File: src/sv/dllm_pkg.sv
// Shared types and constants for the doubly linked list manager.
// No dependencies; every other file imports this package.
`default_nettype none

package dllm_pkg;

   localparam int OPCODE_W = 3;
   localparam int FIELD_W  = 6;

   localparam logic [OPCODE_W-1:0] OP_ADD_HEAD    = 3'd0;
   localparam logic [OPCODE_W-1:0] OP_ADD_TAIL    = 3'd1;
   localparam logic [OPCODE_W-1:0] OP_ADD_AFTER   = 3'd2;
   localparam logic [OPCODE_W-1:0] OP_ADD_BEFORE  = 3'd3;
   localparam logic [OPCODE_W-1:0] OP_UNLINK      = 3'd4;
   localparam logic [OPCODE_W-1:0] OP_REMOVE_HEAD = 3'd5;
   localparam logic [OPCODE_W-1:0] OP_REMOVE_TAIL = 3'd6;
   localparam logic [OPCODE_W-1:0] OP_QUERY       = 3'd7;

   // write enables of the forward and backward link memories
   typedef struct packed {
      logic fwd;
      logic bwd;
   } link_wen_type;

endpackage

`default_nettype wire

File: src/sv/dllm_req_if.sv
// Request channel: valid/ready handshake carrying one list operation.
// Depends on dllm_pkg for the field widths.
`default_nettype none

interface dllm_req_if;
   import dllm_pkg::*;

   logic                valid;
   logic                ready;
   logic [OPCODE_W-1:0] opcode;
   logic [FIELD_W-1:0]  target;
   logic [FIELD_W-1:0]  node;

   modport source (output valid, output opcode, output target, output node, input ready);
   modport sink   (input valid, input opcode, input target, input node, output ready);
endinterface

`default_nettype wire

File: src/sv/dllm_rsp_if.sv
// Response channel: valid/ready handshake carrying one operation result.
// Depends on dllm_pkg for the field widths.
`default_nettype none

interface dllm_rsp_if;
   import dllm_pkg::*;

   logic               valid;
   logic               ready;
   logic [FIELD_W-1:0] result_node;
   logic               list_was_empty;
   logic               error;
   logic               is_linked;

   modport source (output valid, output result_node, output list_was_empty,
                   output error, output is_linked, input ready);
   modport sink   (input valid, input result_node, input list_was_empty,
                   input error, input is_linked, output ready);
endinterface

`default_nettype wire

File: src/sv/dllm_links.sv
// Forward and backward link memories with registered reads, plus the
// post-reset sweep that makes every node point at itself. Uses dllm_pkg.
`default_nettype none

module dllm_links #(
   parameter int NODES = 64,
   localparam int IW = $clog2(NODES)
) (
   input  wire logic                  clock,
   input  wire logic                  reset,
   input  wire logic [IW-1:0]         f_raddr0,
   input  wire logic [IW-1:0]         f_raddr1,
   input  wire logic [IW-1:0]         b_raddr,
   output logic      [IW-1:0]         f_rdata0,
   output logic      [IW-1:0]         f_rdata1,
   output logic      [IW-1:0]         b_rdata,
   input  wire dllm_pkg::link_wen_type wen,
   input  wire logic [IW-1:0]         f_waddr,
   input  wire logic [IW-1:0]         f_wdata,
   input  wire logic [IW-1:0]         b_waddr,
   input  wire logic [IW-1:0]         b_wdata,
   output logic                       links_ready
);
   import dllm_pkg::*;

   logic [IW-1:0] fwd_mem [NODES];
   logic [IW-1:0] bwd_mem [NODES];

   logic [IW-1:0] clr_ff, clr_in;
   logic          clr_busy_ff, clr_busy_in;

   always_comb begin
      clr_in      = clr_ff;
      clr_busy_in = clr_busy_ff;
      if (clr_busy_ff) begin
         clr_in = clr_ff + 1'b1;
         if (clr_ff == IW'(NODES - 1)) begin
            clr_busy_in = 1'b0;
         end
      end
   end

   always_ff @(posedge clock) begin
      if (reset) begin
         clr_ff      <= '0;
         clr_busy_ff <= 1'b1;
      end else begin
         clr_ff      <= clr_in;
         clr_busy_ff <= clr_busy_in;
      end
   end

   // sweep has the write port until every entry is self-linked
   always_ff @(posedge clock) begin
      if (clr_busy_ff) begin
         fwd_mem[clr_ff] <= clr_ff;
         bwd_mem[clr_ff] <= clr_ff;
      end else begin
         if (wen.fwd) begin
            fwd_mem[f_waddr] <= f_wdata;
         end
         if (wen.bwd) begin
            bwd_mem[b_waddr] <= b_wdata;
         end
      end
      f_rdata0 <= fwd_mem[f_raddr0];
      f_rdata1 <= fwd_mem[f_raddr1];
      b_rdata  <= bwd_mem[b_raddr];
   end

   assign links_ready = !clr_busy_ff;

endmodule

`default_nettype wire

File: src/sv/dllm_ctrl.sv
// Operation sequencer: fetches links, applies the ordered link writes and
// holds the result in an output register. Uses dllm_pkg and both channels.
`default_nettype none

module dllm_ctrl #(
   parameter int NODES = 64,
   localparam int IW = $clog2(NODES)
) (
   input  wire logic                   clock,
   input  wire logic                   reset,
   dllm_req_if.sink                    req_ch,
   dllm_rsp_if.source                  rsp_ch,
   input  wire logic                   links_ready,
   output logic      [IW-1:0]          f_raddr0,
   output logic      [IW-1:0]          f_raddr1,
   output logic      [IW-1:0]          b_raddr,
   input  wire logic [IW-1:0]          f_rdata0,
   input  wire logic [IW-1:0]          f_rdata1,
   input  wire logic [IW-1:0]          b_rdata,
   output dllm_pkg::link_wen_type      wen,
   output logic      [IW-1:0]          f_waddr,
   output logic      [IW-1:0]          f_wdata,
   output logic      [IW-1:0]          b_waddr,
   output logic      [IW-1:0]          b_wdata
);
   import dllm_pkg::*;

   localparam logic [2:0] S_IDLE = 3'd0;
   localparam logic [2:0] S_EVAL = 3'd1;
   localparam logic [2:0] S_LINK = 3'd2;
   localparam logic [2:0] S_WR1  = 3'd3;
   localparam logic [2:0] S_WR2  = 3'd4;
   localparam logic [2:0] S_RESP = 3'd5;

   // fold a field into the pool by subtracting shifted copies of NODES
   function automatic logic [IW-1:0] to_idx(input logic [FIELD_W-1:0] v);
      logic [31:0] r;
      r = 32'(v);
      for (int k = FIELD_W - 1; k >= 0; k--) begin
         if (r >= (32'(NODES) << k)) begin
            r = r - (32'(NODES) << k);
         end
      end
      return r[IW-1:0];
   endfunction

   function automatic logic [FIELD_W-1:0] to_field(input logic [IW-1:0] v);
      logic [IW+FIELD_W-1:0] w;
      w = (IW + FIELD_W)'(v);
      return w[FIELD_W-1:0];
   endfunction

   logic [2:0]          state_ff, state_in;
   logic [OPCODE_W-1:0] op_ff, op_in;
   logic [IW-1:0]       tgt_ff, tgt_in;
   logic [IW-1:0]       nd_ff, nd_in;
   logic [IW-1:0]       a_ff, a_in;
   logic [IW-1:0]       b_ff, b_in;

   logic [IW-1:0]       pend_node_ff, pend_node_in;
   logic                pend_empty_ff, pend_empty_in;
   logic                pend_err_ff, pend_err_in;
   logic                pend_lnk_ff, pend_lnk_in;

   logic                rsp_valid_ff, rsp_valid_in;
   logic [FIELD_W-1:0]  rsp_node_ff, rsp_node_in;
   logic                rsp_empty_ff, rsp_empty_in;
   logic                rsp_err_ff, rsp_err_in;
   logic                rsp_lnk_ff, rsp_lnk_in;

   logic                accept;
   logic                slot_free;
   logic [IW-1:0]       req_tgt, req_nd;
   logic                req_remove, op_remove;

   logic                fin;
   logic [IW-1:0]       fin_node;
   logic                fin_empty, fin_err, fin_lnk;

   assign req_ch.ready = (state_ff == S_IDLE) && links_ready;
   assign accept       = req_ch.valid && req_ch.ready;
   assign slot_free    = !rsp_valid_ff || rsp_ch.ready;
   assign req_tgt      = to_idx(req_ch.target);
   assign req_nd       = to_idx(req_ch.node);
   assign req_remove   = (req_ch.opcode == OP_REMOVE_HEAD) ||
                         (req_ch.opcode == OP_REMOVE_TAIL);
   assign op_remove    = (op_ff == OP_REMOVE_HEAD) || (op_ff == OP_REMOVE_TAIL);

   // first fetch straight off the request beat; second fetch follows a link
   always_comb begin
      f_raddr0 = req_remove ? req_tgt : req_nd;
      f_raddr1 = req_tgt;
      b_raddr  = (req_ch.opcode == OP_UNLINK) ? req_nd : req_tgt;
      if (state_ff == S_EVAL) begin
         f_raddr0 = f_rdata0;
         f_raddr1 = tgt_ff;
         b_raddr  = b_rdata;
      end
   end

   // two ordered writes per memory; order within a memory follows the list rules
   always_comb begin
      wen     = '0;
      f_waddr = nd_ff;
      f_wdata = nd_ff;
      b_waddr = nd_ff;
      b_wdata = nd_ff;
      if (state_ff == S_WR1 || state_ff == S_WR2) begin
         wen.fwd = 1'b1;
         wen.bwd = 1'b1;
      end
      if (state_ff == S_WR1) begin
         unique case (op_ff)
            OP_ADD_HEAD, OP_ADD_AFTER: begin
               f_waddr = nd_ff;  f_wdata = a_ff;
               b_waddr = nd_ff;  b_wdata = tgt_ff;
            end
            OP_ADD_TAIL, OP_ADD_BEFORE: begin
               f_waddr = nd_ff;  f_wdata = tgt_ff;
               b_waddr = nd_ff;  b_wdata = a_ff;
            end
            OP_UNLINK: begin
               f_waddr = a_ff;   f_wdata = b_ff;
               b_waddr = b_ff;   b_wdata = a_ff;
            end
            OP_REMOVE_HEAD: begin
               f_waddr = tgt_ff; f_wdata = b_ff;
               b_waddr = b_ff;   b_wdata = tgt_ff;
            end
            OP_REMOVE_TAIL: begin
               f_waddr = b_ff;   f_wdata = tgt_ff;
               b_waddr = tgt_ff; b_wdata = b_ff;
            end
            OP_QUERY: begin
               wen = '0;
            end
         endcase
      end else if (state_ff == S_WR2) begin
         unique case (op_ff)
            OP_ADD_HEAD, OP_ADD_AFTER: begin
               f_waddr = tgt_ff; f_wdata = nd_ff;
               b_waddr = a_ff;   b_wdata = nd_ff;
            end
            OP_ADD_TAIL, OP_ADD_BEFORE: begin
               f_waddr = a_ff;   f_wdata = nd_ff;
               b_waddr = tgt_ff; b_wdata = nd_ff;
            end
            OP_UNLINK: begin
               f_waddr = nd_ff;  f_wdata = nd_ff;
               b_waddr = nd_ff;  b_wdata = nd_ff;
            end
            OP_REMOVE_HEAD, OP_REMOVE_TAIL: begin
               f_waddr = a_ff;   f_wdata = a_ff;
               b_waddr = a_ff;   b_wdata = a_ff;
            end
            OP_QUERY: begin
               wen = '0;
            end
         endcase
      end
   end

   always_comb begin
      state_in      = state_ff;
      op_in         = op_ff;
      tgt_in        = tgt_ff;
      nd_in         = nd_ff;
      a_in          = a_ff;
      b_in          = b_ff;
      pend_node_in  = pend_node_ff;
      pend_empty_in = pend_empty_ff;
      pend_err_in   = pend_err_ff;
      pend_lnk_in   = pend_lnk_ff;
      rsp_valid_in  = rsp_valid_ff;
      rsp_node_in   = rsp_node_ff;
      rsp_empty_in  = rsp_empty_ff;
      rsp_err_in    = rsp_err_ff;
      rsp_lnk_in    = rsp_lnk_ff;
      fin           = 1'b0;
      fin_node      = nd_ff;
      fin_empty     = 1'b0;
      fin_err       = 1'b0;
      fin_lnk       = 1'b0;

      if (rsp_valid_ff && rsp_ch.ready) begin
         rsp_valid_in = 1'b0;
      end

      unique case (state_ff)
         S_IDLE: begin
            if (accept) begin
               op_in    = req_ch.opcode;
               tgt_in   = req_tgt;
               nd_in    = req_nd;
               state_in = S_EVAL;
            end
         end
         S_EVAL: begin
            unique case (op_ff)
               OP_ADD_HEAD, OP_ADD_AFTER, OP_ADD_TAIL, OP_ADD_BEFORE: begin
                  if (f_rdata0 != nd_ff) begin
                     fin     = 1'b1;
                     fin_err = 1'b1;
                  end else begin
                     a_in     = (op_ff == OP_ADD_HEAD || op_ff == OP_ADD_AFTER) ?
                                f_rdata1 : b_rdata;
                     state_in = S_WR1;
                  end
               end
               OP_UNLINK: begin
                  a_in     = b_rdata;
                  b_in     = f_rdata0;
                  state_in = S_WR1;
               end
               OP_REMOVE_HEAD, OP_REMOVE_TAIL: begin
                  if (f_rdata0 == tgt_ff) begin
                     fin       = 1'b1;
                     fin_node  = tgt_ff;
                     fin_empty = 1'b1;
                  end else begin
                     a_in     = (op_ff == OP_REMOVE_HEAD) ? f_rdata0 : b_rdata;
                     state_in = S_LINK;
                  end
               end
               OP_QUERY: begin
                  fin     = 1'b1;
                  fin_lnk = (f_rdata0 != nd_ff);
               end
            endcase
         end
         S_LINK: begin
            b_in     = (op_ff == OP_REMOVE_HEAD) ? f_rdata0 : b_rdata;
            state_in = S_WR1;
         end
         S_WR1: begin
            state_in = S_WR2;
         end
         S_WR2: begin
            fin      = 1'b1;
            fin_node = op_remove ? a_ff : nd_ff;
         end
         S_RESP: begin
            if (slot_free) begin
               rsp_valid_in = 1'b1;
               rsp_node_in  = to_field(pend_node_ff);
               rsp_empty_in = pend_empty_ff;
               rsp_err_in   = pend_err_ff;
               rsp_lnk_in   = pend_lnk_ff;
               state_in     = S_IDLE;
            end
         end
         default: begin
            state_in = S_IDLE;
         end
      endcase

      // load the output register now if it is free, else park the result
      if (fin) begin
         if (slot_free) begin
            rsp_valid_in = 1'b1;
            rsp_node_in  = to_field(fin_node);
            rsp_empty_in = fin_empty;
            rsp_err_in   = fin_err;
            rsp_lnk_in   = fin_lnk;
            state_in     = S_IDLE;
         end else begin
            pend_node_in  = fin_node;
            pend_empty_in = fin_empty;
            pend_err_in   = fin_err;
            pend_lnk_in   = fin_lnk;
            state_in      = S_RESP;
         end
      end
   end

   always_ff @(posedge clock) begin
      if (reset) begin
         state_ff     <= S_IDLE;
         rsp_valid_ff <= 1'b0;
      end else begin
         state_ff     <= state_in;
         rsp_valid_ff <= rsp_valid_in;
      end
   end

   always_ff @(posedge clock) begin
      op_ff         <= op_in;
      tgt_ff        <= tgt_in;
      nd_ff         <= nd_in;
      a_ff          <= a_in;
      b_ff          <= b_in;
      pend_node_ff  <= pend_node_in;
      pend_empty_ff <= pend_empty_in;
      pend_err_ff   <= pend_err_in;
      pend_lnk_ff   <= pend_lnk_in;
      rsp_node_ff   <= rsp_node_in;
      rsp_empty_ff  <= rsp_empty_in;
      rsp_err_ff    <= rsp_err_in;
      rsp_lnk_ff    <= rsp_lnk_in;
   end

   assign rsp_ch.valid          = rsp_valid_ff;
   assign rsp_ch.result_node    = rsp_node_ff;
   assign rsp_ch.list_was_empty = rsp_empty_ff;
   assign rsp_ch.error          = rsp_err_ff;
   assign rsp_ch.is_linked      = rsp_lnk_ff;

endmodule

`default_nettype wire

File: src/sv/doubly_linked_list_manager.sv
// Channel   Dir  Beat contents
// req_ch    in   opcode, target, node
// rsp_ch    out  result_node, list_was_empty, error, is_linked
//
// One operation at a time. Each operation passes a link read (S_EVAL); query, an add naming a
// linked node and a removal from an empty list finish there. Add and unlink then take the
// two write states S_WR1 and S_WR2; head/tail removal first takes a dependent read (S_LINK).
// After reset, req_ch.ready stays low while a sweep self-links every node.
// A stalled rsp_ch holds the finished result; the next beat is still taken, and a second
// result waits in the sequencer until the output register frees.
// Top level of the doubly linked list manager; uses dllm_pkg, both channel
// interfaces, dllm_links and dllm_ctrl.
`default_nettype none

module doubly_linked_list_manager #(
   parameter int NODES = 64
) (
   input  wire logic  clock,
   input  wire logic  reset,
   dllm_req_if.sink   req_ch,
   dllm_rsp_if.source rsp_ch
);
   import dllm_pkg::*;

   localparam int IW = $clog2(NODES);

   logic [IW-1:0] f_raddr0, f_raddr1, b_raddr;
   logic [IW-1:0] f_rdata0, f_rdata1, b_rdata;
   logic [IW-1:0] f_waddr, f_wdata, b_waddr, b_wdata;
   link_wen_type  wen;
   logic          links_ready;

   dllm_links #(.NODES(NODES)) u_links (
      .clock       (clock),
      .reset       (reset),
      .f_raddr0    (f_raddr0),
      .f_raddr1    (f_raddr1),
      .b_raddr     (b_raddr),
      .f_rdata0    (f_rdata0),
      .f_rdata1    (f_rdata1),
      .b_rdata     (b_rdata),
      .wen         (wen),
      .f_waddr     (f_waddr),
      .f_wdata     (f_wdata),
      .b_waddr     (b_waddr),
      .b_wdata     (b_wdata),
      .links_ready (links_ready)
   );

   dllm_ctrl #(.NODES(NODES)) u_ctrl (
      .clock       (clock),
      .reset       (reset),
      .req_ch      (req_ch),
      .rsp_ch      (rsp_ch),
      .links_ready (links_ready),
      .f_raddr0    (f_raddr0),
      .f_raddr1    (f_raddr1),
      .b_raddr     (b_raddr),
      .f_rdata0    (f_rdata0),
      .f_rdata1    (f_rdata1),
      .b_rdata     (b_rdata),
      .wen         (wen),
      .f_waddr     (f_waddr),
      .f_wdata     (f_wdata),
      .b_waddr     (b_waddr),
      .b_wdata     (b_wdata)
   );

endmodule

`default_nettype wire

File: src/flat_wrapper.sv
// flat-port wrapper written by rule: the top's interface ports become plain ports
module doubly_linked_list_manager_flat import dllm_pkg::*;
#(
   parameter int NODES = 64
)
  (clock, reset, req_ch_valid, req_ch_opcode, req_ch_target, req_ch_node, req_ch_ready, rsp_ch_valid, rsp_ch_result_node, rsp_ch_list_was_empty, rsp_ch_error, rsp_ch_is_linked, rsp_ch_ready);
  dllm_req_if req_ch_i ();
  dllm_rsp_if rsp_ch_i ();
  input  wire logic clock;
  input  wire logic reset;
  input wire logic [$bits(req_ch_i.valid)-1:0] req_ch_valid;
  input wire logic [$bits(req_ch_i.opcode)-1:0] req_ch_opcode;
  input wire logic [$bits(req_ch_i.target)-1:0] req_ch_target;
  input wire logic [$bits(req_ch_i.node)-1:0] req_ch_node;
  output wire logic [$bits(req_ch_i.ready)-1:0] req_ch_ready;
  output wire logic [$bits(rsp_ch_i.valid)-1:0] rsp_ch_valid;
  output wire logic [$bits(rsp_ch_i.result_node)-1:0] rsp_ch_result_node;
  output wire logic [$bits(rsp_ch_i.list_was_empty)-1:0] rsp_ch_list_was_empty;
  output wire logic [$bits(rsp_ch_i.error)-1:0] rsp_ch_error;
  output wire logic [$bits(rsp_ch_i.is_linked)-1:0] rsp_ch_is_linked;
  input wire logic [$bits(rsp_ch_i.ready)-1:0] rsp_ch_ready;
  assign req_ch_i.valid = req_ch_valid;
  assign req_ch_i.opcode = req_ch_opcode;
  assign req_ch_i.target = req_ch_target;
  assign req_ch_i.node = req_ch_node;
  assign req_ch_ready = req_ch_i.ready;
  assign rsp_ch_valid = rsp_ch_i.valid;
  assign rsp_ch_result_node = rsp_ch_i.result_node;
  assign rsp_ch_list_was_empty = rsp_ch_i.list_was_empty;
  assign rsp_ch_error = rsp_ch_i.error;
  assign rsp_ch_is_linked = rsp_ch_i.is_linked;
  assign rsp_ch_i.ready = rsp_ch_ready;
  doubly_linked_list_manager #(.NODES(NODES)) u_core (.clock(clock), .reset(reset), .req_ch(req_ch_i), .rsp_ch(rsp_ch_i));
endmodule
File: config.mk
export PLATFORM = sky130hd
export DESIGN_NAME = doubly_linked_list_manager_flat
export DESIGN_NICKNAME = d
export VERILOG_FILES = /design/src/sv/dllm_pkg.sv /design/src/sv/dllm_req_if.sv /design/src/sv/dllm_rsp_if.sv /design/src/sv/dllm_links.sv /design/src/sv/dllm_ctrl.sv /design/src/sv/doubly_linked_list_manager.sv /design/src/flat_wrapper.sv
export SDC_FILE = /design/constraint.sdc
export NUM_CORES = 2
export LEC_CHECK = 0
export CAP_MARGIN = 30
export CORE_ASPECT_RATIO = 0.5
export CORE_MARGIN = 2
export CORE_UTILIZATION = 40
export CTS_BUF_LIST = sky130_fd_sc_hd__clkbuf_2
export DETAILED_ROUTE_END_ITERATION = 12
export DONT_BUFFER_PORTS = 1
export PLACE_DENSITY_LB_ADDON = 0.08
export SLEW_MARGIN = 0
export SYNTH_ARGS = -nofsm -noshare
export SYNTH_HDL_FRONTEND = slang
export SYNTH_HIERARCHICAL = 1
export SYNTH_SLANG_ARGS = --single-unit
File: constraint.sdc
create_clock -name clock -period 14.65 [get_ports clock]
set_clock_uncertainty 0.05 [all_clocks]
set_input_delay 1.465 -clock clock [delete_from_list [all_inputs] [get_ports clock]]
set_output_delay 1.465 -clock clock [all_outputs]
set_load 0.01 [all_outputs]
# [After elaboration in Yosys (flattened, before gate mapping)]
# Memories as Yosys holds them, arrays and structs flattened. A register that Yosys moved wholly into a read port is not among the register bits.
# Index checks and enable logic that the tools add are counted.
# Widths: inputs -> output; s select.
[totals] register_bits=56 mem_bits_rw=768 inputBits=19 output_inout_bits=11 elab_cells=168 n_memories=2
[op_classes] n_addsub=1 eq_ne=27 muxes=89 bitwise=1 reduce_logical=31
[mem_list] name="u_core.u_links.bwd_mem" depth=64 width=6 read_ports=1 rd_clocked_by_memory_dff=1 write_ports=1 line_no="dllm_links.sv:27" source="logic [IW-1:0] bwd_mem [NODES];"
[mem_list] name="u_core.u_links.fwd_mem" depth=64 width=6 read_ports=2 rd_clocked_by_memory_dff=2 write_ports=1 line_no="dllm_links.sv:26" source="logic [IW-1:0] fwd_mem [NODES];"
[ops] operator="$mux 6" n=29
[ops] operator="$pmux 6 s3" n=4
[ops] operator="$pmux 6 s2" n=5
[ops] operator="$mux 1" n=37
[ops] operator="$eq 3x3->1 const B" n=9
[ops] operator="$mux 3" n=6
[ops] operator="$pmux 3 s6" n=1
[ops] operator="$eq 3x2->1 const B" n=4
[ops] operator="$reduce_or 4->1" n=3
[ops] operator="$reduce_or 6->1" n=2
[ops] operator="$pmux 3 s3" n=1
[ops] operator="$reduce_or 3->1" n=3
[ops] operator="$mux 2" n=4
[ops] operator="$ne 4x4->1 const B" n=2
[ops] operator="$reduce_or 2->1" n=4
[ops] operator="$add 6x1->6 const B" n=1
[ops] operator="$eq 3x1->1 const B" n=2
[ops] operator="$eq 6x6->1" n=1
[ops] operator="$eq 6x6->1 const B" n=1
[ops] operator="$logic_not 3->1" n=2
[ops] operator="$ne 2x2->1 const B" n=3
[ops] operator="$ne 3x3->1 const B" n=2
[ops] operator="$ne 6x6->1" n=1
[ops] operator="$reduce_and 2->1" n=3
[ops] operator="12 further kinds" n=19

# [Logic depth before layout (Yosys ltp)]
[depth] ltp_word=11 depth_mapped=14 depth_no_buf=11

# [Modules after synthesis]
# The synthesis kept the hierarchy.
[by_module_without_submodules] mod="dllm_links" instances=1 cells_each=1833 area_per_inst_um2=34339.2 seq_area_each_um2=23562.6
[by_module_without_submodules] mod="dllm_ctrl" instances=1 cells_each=468 area_per_inst_um2=3917.5 seq_area_each_um2=1341.3

# [Least setup slack after synthesis]
# OpenSTA, ideal clock, no wires.
[synth_timing] path_kind="register -> register" from="register u_core.u_ctrl.op_ff[2]" to="memory u_core/u_links/fwd_mem[0][1] in the netlist's numbering, data pin" setup_ns=0.702 arrival_ns=4.224 slack_ns=9.675 path_stages_with_launch=10 n_path_buf=4 synth_period_minus_slack_ns=4.975 path_cell_list="edfxtp_1 clkbuf_1 nand2_1 nor2_1 a21oi_1 buf_4 nor2b_1 buf_2 clkbuf_1 o21ai_0"
[synth_rtl] item="start: declaration" line_no="dllm_ctrl.sv:54" source="logic [OPCODE_W-1:0] op_ff, op_in;"
[synth_rtl] item="start signal: assignment" line_no="dllm_ctrl.sv:287" source="op_ff <= op_in;"
[synth_rtl] item="end: declaration" line_no="dllm_links.sv:26"

# [Final worst setup path]
[layout_timing] from="register u_core.u_ctrl.state_ff[2]" to="memory u_core/u_links/fwd_mem[0][1] in the netlist's numbering (enable)"
[layout_between] word_cells_on_any_way=15 cone_classes="eq/ne: 2; mux: 11; reduce/logical: 2"
[layout_rtl] item="start: declaration" line_no="dllm_ctrl.sv:53" source="logic [2:0] state_ff, state_in;"
[layout_rtl] item="start signal: assignment" line_no="dllm_ctrl.sv:281" source="state_ff <= state_in;"
[layout_rtl] item="$eq 3x3->1" line_no="dllm_ctrl.sv:138" source="end else if (state_ff == S_WR2) begin"
[layout_rtl] item="$mux 6" line_no="dllm_ctrl.sv:138"
[layout_rtl] item="$mux 6 (*)" line_no="dllm_ctrl.sv:112" source="if (state_ff == S_WR1) begin"
[layout_rtl] item="net u_core.f_waddr[0]" line_no="doubly_linked_list_manager.sv:29" source="logic [IW-1:0] f_waddr, f_wdata, b_waddr, b_wdata;"
[layout_rtl] item="$mux 6 (no source line) (*)"
# The timed path passes the listed nets; every way through them passes the cells marked *.

==> summary.md <==
| Metric | Value |
|---|---|
| CTS Buffer Depth | 3 |
| Met3 Use GR | 6.273% |
| Top cells by area, synth | edfxtp_1, mux4_2, dfxtp_1 |
| Mapped cell area | 38260 um^2 |
| R2R Setup Slk | 9630 ps |
| Antenna Violating Nets Remaining | 0 |
| Net Sw Frac | 33.56% |
| CTS root buf | clkbuf_2 |
| Initial antenna violation count | 5 |
| Reg-to-reg endpoint | u_core/u_links/fwd_mem[0][1]$_DFFE_PP_ |
| Final Max Slew Viols | 0 |
| Vias in the first global route | 23045 |
| Final Setup Violations | 0 |
| Pwr/cell area | 138.5 nW/um^2 |
| Die area | 98280 um^2 |
| Final Wtd Congestion | 0.8745 |
| Asr flop ratio synth | 0% |
| # IOs | 30 |
| Wire per inst | 28.73 um |
| Core Region | 95090 um^2 |
| Met1 Use GR | 31.64% |
| Logic pwr share | 25.1% |
| CP max-delay cell | and3b_1 |
| Clock Power Share | 26.2% |
| R2R depth | 10 |
| MaxCap Viol Count | 0 |
| Most common cell after layout, fill and taps aside | edfxtp_1 |
| F_max | 199.1 MHz |
| Utilization after layout | 43.58% |
| Max incr delay on CP | 780 ps |
| Post-synth top area share | 63.11% |
| Seq cells post-synth | 842 |
| Critical-path cell list | and3b_1 -> nand2_1 -> a21oi_1 -> nor2_1 -> nand2_1 -> o221ai_1 -> mux2i_1 -> nand2b_1 -> nand2b_1 -> nor2_1 |
| Synth cell types | 74 |
| Post-synth net total | 2321 |
| Worst VDD drop | 0.00006694 V |
| Synthesized area per cell | 16.63 um^2 |
| Status | finished, final reports clean |
| Post-synth EDFFs | 804 |
| Clock H-tree levels | 4 |
| Reg clk slew, reported paths | 100 ps |
| Commonest cells after routing, fill and taps aside | edfxtp_1, mux4_2, clkbuf_2, nor2_1, nand2_1 |
| Top FF cell, synth | edfxtp_1 |
| GRT overflow | 0 |
| Placed inst area | 39500 um^2 |
| Crit. Startpoint | u_core/u_ctrl/state_ff[2]$_SDFFE_PP0P_ |
| Required time of the critical path | 15670 ps |
| Tot GR Track Use | 22.81% |
| CTS Buf Count | 189 |
| Avg Vias per Cell | 5.860 |
| Final hold vios | 0 |
| Row count | 80 |
| Reg2reg start | u_core/u_ctrl/state_ff[2]$_SDFFE_PP0P_ |
| Crit path to | u_core/u_links/fwd_mem[0][1]$_DFFE_PP_ |
| CTS tree | built |
| Largest net degree at the start of global routing | 95 |
| Total Neg Setup Slack | 0 ps |
| Final instance area | 41440 um^2 |
| Initial DRC count | 2113 |
| Yosys warnings | 6 |
| Drt total wl | 110100 um |
| Busiest grt layer | met2 |
| Synth area leader | edfxtp_1 |
| CP Capture Type | register |
| Final #Nets | 2419 |
| Remaining DRCs | 0 |
| Port buffer count | 0 |
| Worst-Margin Slew | 1058 ps |
| Hpwl dp | 70510 um |
| Worst-Skew Late Latency | 1540 ps |
| Die Span X | 441.4 um |
| Psw | 1.926 mW |
| Share of cells above drive strength 1 | 27.28% |
| Sequential Power Share | 48.7% |
| Unrepaired setup endpoints after global routing | false |
| CP Max Fanout | 19 |
| Fin crit share | 34.28% |
| P_int | 3.814 mW |
| Slew HR | 29.44% |
| Crit Path Category | reg -> reg |
| Arr. time, crit path | 6040 ps |
| First-pass GRT wire length | 161600 um |
| Crit path time final | 5021 ps |
| Hold crit path type | in -> reg |
| First-pass iteration count of the detailed router | 6 |
| Syn-to-layout area delta | 8.320% |
| Largest regs | u_core/u_links/bwd_mem: 384 flops, u_core/u_links/fwd_mem: 384 flops |
| Vias after detailed routing | 22457 |
| Die height | 222.7 um |
| Clock sink total | 842 |
| Startpoint Class | register |
| Post-CTS resize count | 0 |
| Effective utilization at floorplan | 40.23% |
| Seq/Total Area, Yosys | 65.10% |
| Cells after synthesis | 2301 |
| Grt met2 use | 34.45% |
| LEAKAGE | 13.27 nW |
Yosys cell counts, types with 10 or more instances:
library cell	n
buf_6	20
mux2_2	14
dfxtp_1	38
o21ai_1	11
nor2_1	179
nor2b_1	35
nand3_1	38
nand3b_1	14
o21ai_0	43
buf_2	33
a31oi_1	24
xor2_1	11
nor3_1	18
edfxtp_1	804
a22oi_1	36
mux2i_1	51
a211oi_1	14
or2_2	10
o22ai_1	55
a21oi_1	48
o221ai_1	29
clkbuf_1	83
mux4_2	286
nand2_1	172
buf_4	10
a22o_1	14
nand2b_1	34
mux2_1	11
inv_1	12
power groups by stage:
stage | clock network (mW) | logic, mW | registers, mW
4_1_cts | 1.58 | 1.45 | 2.79
2_1_floorplan | 0 | 1.03 | 2.78
6_report | 1.50 | 1.44 | 2.79
5_1_grt | 1.69 | 1.53 | 2.80
3_3_place_gp | 0 | 1.44 | 2.85
3_5_place_dp | 0 | 1.44 | 2.85
cell families (layout without fill, tap and decap cells):
| kind of cell | count (synthesis) | after routing | share of synthesized area [%] |
|---|---|---|---|
| AO/OA/AOI/OAI | 350 | 350 | 6.381 |
| multiplexers | 362 | 362 | 18.91 |
| adder cells (fa/ha/maj) | 1 | 1 | 0.03270 |
| AND/OR/NAND/NOR | 553 | 553 | 6.750 |
| buffers and inverters | 174 | 428 | 2.397 |
| other | 0 | 6 | 0 |
| XOR/XNOR | 19 | 19 | 0.4350 |
| flip-flops | 842 | 842 | 65.10 |
worst min path at each step:
stage                                                  from                                          end  cells past startpoint
floorplan           u_core/u_ctrl/pend_node_ff[0]$_DFFE_PP_  u_core/u_ctrl/rsp_ch.result_node[0]$_DFF_P_                      2
global placement    u_core/u_ctrl/pend_node_ff[3]$_DFFE_PP_  u_core/u_ctrl/rsp_ch.result_node[3]$_DFF_P_                      2
detailed placement  u_core/u_ctrl/pend_node_ff[4]$_DFFE_PP_  u_core/u_ctrl/rsp_ch.result_node[4]$_DFF_P_                      2
CTS                                            req_ch_valid       u_core/u_ctrl/state_ff[1]$_SDFFE_PP0P_                      5
global route                                   req_ch_valid       u_core/u_ctrl/state_ff[1]$_SDFFE_PP0P_                      5
finish                                         req_ch_valid       u_core/u_ctrl/state_ff[1]$_SDFFE_PP0P_                      5
stage by stage:
step | setup slack [ps] | instances | power [mW] | hold WS (ps)
2_1_floorplan | 9675 | 2301 | 3.809 | 445.9
3_3_place_gp | 9184 | 3457 | 4.294 | 457.8
3_5_place_dp | 9127 | 3458 | 4.292 | 467.7
4_1_cts | 9657 | 3824 | 5.823 | 76.01
5_1_grt | 9243 | 3831 | 6.023 | 192.0
6_report | 9629 | 3832 | 5.740 | 356.9
final cells by class:
| cell class | count | area (um^2) |
|---|---|---|
| timing repair buffer | 65 | 549.3 |
| multi-input combinational | 1285 | 12600 |
| sequential | 842 | 24900 |
| clock inverter | 64 | 306.5 |
| inverter | 16 | 60.06 |
| antenna | 6 | 15.01 |
| fill | 8522 | 53650 |
| clock buffer | 283 | 1416 |
| tap | 1271 | 1590 |
what timing repair did:
action | CTS | global route
hold endpoints to repair | 26 | 0
setup buffers | 0 | 0
hold buffers | 19 | 0
critical path: cells and delay by family (launching register included):
family,cells,cell delay (ps)
AND/OR/NAND/NOR,7,2850
multiplexers,1,610
AO/OA/AOI/OAI,2,520
flip-flops,1,480
routing by layer:
metal / up-vias / share of wire (%)
li1: 9711 / -
met3: 195 / 7.5
met4: 2 / 2.7
met1: 11740 / 44
met2: 809 / 46
met5: - / 0.012
(Power assumes the default switching activity.)
